[src/hw/rtl/sit_pkg.sv]
package sit_pkg;

    localparam int COORD_WIDTH = 32;
    localparam int FRAC_BITS   = 16;
    localparam int FIELD_WIDTH = 32;

    typedef struct packed {
        logic neg;
        logic hit;
        logic zero;
        logic ovf;
    } sit_flags_t;

endpackage

[src/hw/rtl/sit_div_cell.sv]
module sit_div_cell
    import sit_pkg::*;
#(
    parameter int CW  = COORD_WIDTH,
    parameter int XW  = 2 * CW + 3,
    parameter int RW  = XW + FRAC_BITS + CW,
    parameter int BIT = 0
)
(
    input  logic            clk,
    input  logic            rst_n,
    input  logic            in_valid,
    output logic            in_ready,
    input  logic [RW-1:0]   rem_in,
    input  logic [XW-1:0]   dmag_in,
    input  logic [CW-1:0]   quo_in,
    input  sit_flags_t      flags_in,
    output logic            out_valid,
    input  logic            out_ready,
    output logic [RW-1:0]   rem_out,
    output logic [XW-1:0]   dmag_out,
    output logic [CW-1:0]   quo_out,
    output sit_flags_t      flags_out
);

    logic            valid_reg;
    logic            valid_next;
    logic [RW-1:0]   rem_reg;
    logic [RW-1:0]   rem_next;
    logic [XW-1:0]   dmag_reg;
    logic [CW-1:0]   quo_reg;
    logic [CW-1:0]   quo_next;
    sit_flags_t      flags_reg;
    logic [RW:0]     trial;

    assign in_ready = !valid_reg || out_ready;

    always_comb
    begin
        trial    = {1'b0, rem_in} - ({1'b0, RW'(dmag_in)} << BIT);
        rem_next = rem_in;
        quo_next = quo_in;
        if (!trial[RW])
        begin
            rem_next      = trial[RW-1:0];
            quo_next[BIT] = 1'b1;
        end
        valid_next = in_ready ? in_valid : valid_reg;
    end

    always_ff @(posedge clk or negedge rst_n)
    begin
        if (!rst_n)
        begin
            valid_reg <= 1'b0;
        end
        else
        begin
            valid_reg <= valid_next;
        end
    end

    always_ff @(posedge clk)
    begin
        if (in_ready && in_valid)
        begin
            rem_reg   <= rem_next;
            dmag_reg  <= dmag_in;
            quo_reg   <= quo_next;
            flags_reg <= flags_in;
        end
    end

    assign out_valid = valid_reg;
    assign rem_out   = rem_reg;
    assign dmag_out  = dmag_reg;
    assign quo_out   = quo_reg;
    assign flags_out = flags_reg;

endmodule

[config.mk]
export PLATFORM = sky130hd
export DESIGN_NAME = sit_div_cell
export DESIGN_NICKNAME = d
export VERILOG_FILES = /design/src/hw/rtl/sit_pkg.sv /design/src/hw/rtl/sit_div_cell.sv
export SDC_FILE = /design/constraint.sdc
export NUM_CORES = 1
export LEC_CHECK = 0
export BUFFER_PORTS_ARGS = -buffer_cell sky130_fd_sc_hd__buf_4
export CORE_ASPECT_RATIO = 1.1
export CORE_MARGIN = 4
export CORE_UTILIZATION = 35
export CTS_CLUSTER_SIZE = 20
export DETAILED_ROUTE_END_ITERATION = 8
export PLACE_DENSITY = 0.65
export SLEW_MARGIN = 20
export SYNTH_ARGS = -nofsm -noshare
export SYNTH_HDL_FRONTEND = slang
export SYNTH_SLANG_ARGS = --single-unit
export TNS_END_PERCENT = 10
[constraint.sdc]
create_clock -name clk -period 11.3 [get_ports clk]
set_clock_uncertainty 0.05 [all_clocks]
set_input_delay 2.26 -clock clk [delete_from_list [all_inputs] [get_ports clk]]
set_output_delay 2.26 -clock clk [all_outputs]
set_load 0.02 [all_outputs]
==> flow_metrics.env <==
export IMPL_ys_ff_latch=219
export IMPL_maxSlewViolCount=0
export IMPL_grt_pass1_vias=12300
export IMPL_hold_viol_final=0
export IMPL_peakVddDrop_v=0.000129
export IMPL_ctsLongestPathBuffers=3
export IMPL_synth_edf_count=218
export IMPL_numClockSinks=219
export IMPL_grt_use_total=0.227
export IMPL_drive_gt1_frac=0.286
export IMPL_cts_made_buffers=26
export IMPL_power_density_nw_per_um2=136
export IMPL_ys_warn_count=0
export IMPL_area_delta_synth_final_pct=34.3
export IMPL_dieArea_um2=41500
export IMPL_die_h_um=213
export IMPL_rows=74
export IMPL_maxCapViolations=0
export IMPL_grt_start_max_net_pins=73
export IMPL_finalSetupTns_ns=0
export IMPL_synth_cells=1345
export IMPL_preCtsSetupSlack_ns=4.46
export IMPL_ys_top_cells_by_area="edfxtp_1 (49%), ha_1 (6.2%), a21oi_1 (5.5%)"
export IMPL_ys_types=69
export IMPL_post_cts_resized=0
export IMPL_core_um2=37500
export IMPL_cp_end_kind="flip-flop"
export IMPL_finalPower_uw=2450
export IMPL_chipWidth_um=195
export IMPL_ctsHtreeMaxLevel=1
export IMPL_ant_nets=0
export IMPL_cts_tree="yes"
export IMPL_route_detailed_drc=0
export IMPL_grt_pass1_wl_um=73600
export IMPL_crit_required_ns=11.55
export IMPL_worst_pin_slew_ns=1.01
export IMPL_io_buffers=441
export IMPL_place_hpwl_um=40300
export IMPL_viasPerCell=5.39
export IMPL_cts_hold_buffers_added=0
export IMPL_wl_per_cell_um=21.9
export IMPL_outcome="complete, no violations"
export IMPL_start_util=0.358
export IMPL_path_clk_slew_ns=0.06
export IMPL_crit_arrival_ns=6.57
export IMPL_synthFlopType="edfxtp_1"
export IMPL_cts_root_buf="clkbuf_16"
export IMPL_hp_class="flip-flop to flip-flop"
export IMPL_criticalPathCategory="input pin to flip-flop"
export IMPL_nets=2057
export IMPL_setup_viol=0
export IMPL_slew_headroom=0.327
export IMPL_drtPass1Iterations=5
export IMPL_holdWs_ns=0.498
export IMPL_antenna_found_initial=2
export IMPL_vias=12300
export IMPL_synth_top_area_cell="edfxtp_1"
export IMPL_post_route_period_util=0.559
export IMPL_yosysSeqAreaShare=0.490
export IMPL_synth_nets=1635
export IMPL_grt_overflow=0
export IMPL_max_freq_mhz=158
export IMPL_worst_slack_ns=4.98
export IMPL_p_leak_uw=0.00750
export IMPL_clock_latency_ns=0.53
export IMPL_cp_start_kind="input pin"
export IMPL_crit_fanout=72
export IMPL_rsz0062_at_grt="false"
export IMPL_async_reset_ff_frac=0.00457
export IMPL_syn_area_um2=13400
export IMPL_gp_congestion=0.942
export IMPL_routed_wl_um=49900
export IMPL_post_cts_buffers=0
export IMPL_io_pins=442
export IMPL_avgSynthCellArea_um2=9.98
export IMPL_yosysTopAreaCellShare=0.488
export IMPL_n_antenna_cell=0
export IMPL_drt_iter0_drc=791
export IMPL_period_needed_ns=6.32
-- path summary, 6_finish.rpt --
path	cells past startpoint	slack, ns	from	endpoint
worst min register to register	2	0.50	out_valid	out_valid
worst max-delay path	13	4.98	rem_in[14]	rem_out[88]
min in group asynchronous	1	1.44	rst_n	out_valid
worst max register to register	4	8.45	out_valid	dmag_out[47]
max in group asynchronous	1	9.68	rst_n	out_valid
worst min-delay path	2	0.50	out_valid	out_valid
-- power breakdown --
part	switching, uW	leakage (uW)	total, uW	internal [uW]
combinational	375	0.00501	628	252
clock	342	0.000401	822	481
sequential	18.2	0.00208	996	978
-- logic make-up after synthesis --
logic type                 share of synthesized area
and+or+nand+nor                                0.166
DFF                                            0.490
adders and majority gates                     0.0640
buffers and inverters                         0.0403
xor gates and xnor gates                      0.0710
AOI/OAI and AO/OA                              0.168
muxes                                       0.000746
-- synth_stat cells (37+ instances only) --
cell and instances:
nor2_1 110, xor2_1 54, xnor2_1 53, inv_1 87, nand2_1 98, nor3_1 37
edfxtp_1 218, o21ai_0 72, ha_1 67, clkbuf_1 45, a21oi_1 147, nand4_1 41
-- routing by layer --
layer | track usage | routed length, um
met5 | 0 | 34
met4 | 0.0647 | 1510
met3 | 0.0520 | 3900
met2 | 0.398 | 24300
met1 | 0.284 | 20200
-- worst max-delay path, cell delays in order --
cell and delay, ns:
buf_4 0.11, ha_1 0.42, nand2_1 0.11, nor3_1 0.34
nand3_1 0.13, a31o_1 0.23, a211o_1 0.31, a211o_1 0.38
a211oi_4 0.50, or2_4 0.56, buf_4 0.65, o2111ai_1 0.24
xnor2_1 0.18
-- stage by stage --
step / util / instances / cell area [um^2]
floorplan: - / 1345 / 13400
global placement: 0.459 / 2233 / 17200
detailed placement: 0.459 / 2233 / 17200
CTS: 0.481 / 2280 / 18000
global route: 0.481 / 2280 / 18000
finish: 0.481 / 2280 / 18000
-- layout by cell type (no fill, tap or decap), types with 9 or more instances in the layout --
| cell | instances |
|---|---|
| buf_4 | 448 |
| edfxtp_1 | 218 |
| a21oi_1 | 147 |
| nor2_1 | 110 |
| nand2_1 | 98 |
| inv_1 | 87 |
| o21ai_0 | 72 |
| ha_1 | 67 |
| xor2_1 | 54 |
| xnor2_1 | 53 |
| nand4_1 | 41 |
| nor3_1 | 37 |
| a21o_1 | 36 |
| nand3_1 | 29 |
| clkbuf_16 | 27 |
| nor4_1 | 24 |
| o21bai_1 | 18 |
| or3_1 | 16 |
| nand2b_1 | 14 |
| and2_1 | 12 |
| o31ai_1 | 12 |
| a21boi_0 | 10 |
| o21a_1 | 10 |
| and3_1 | 9 |
| a31oi_1 | 9 |
-- layout make-up --
class                           instances  area, um^2
Timing Repair Buffer                  448        3360
Clock buffer                           32         694
Tap cell                              494         618
Multi-Input combinational cell        985        6320
Sequential cell                       219        6570
Fill cell                            3555       19500
Inverter                               87         327
Clock inverter                         15         133
-- sequential cells by signal (all words and copies together), names as in the netlist --
name,flops
dmag_out,67
rem_out,115
quo_out,32
out_valid,1
flags_out,4
Power figures use the tool's default switching activity.
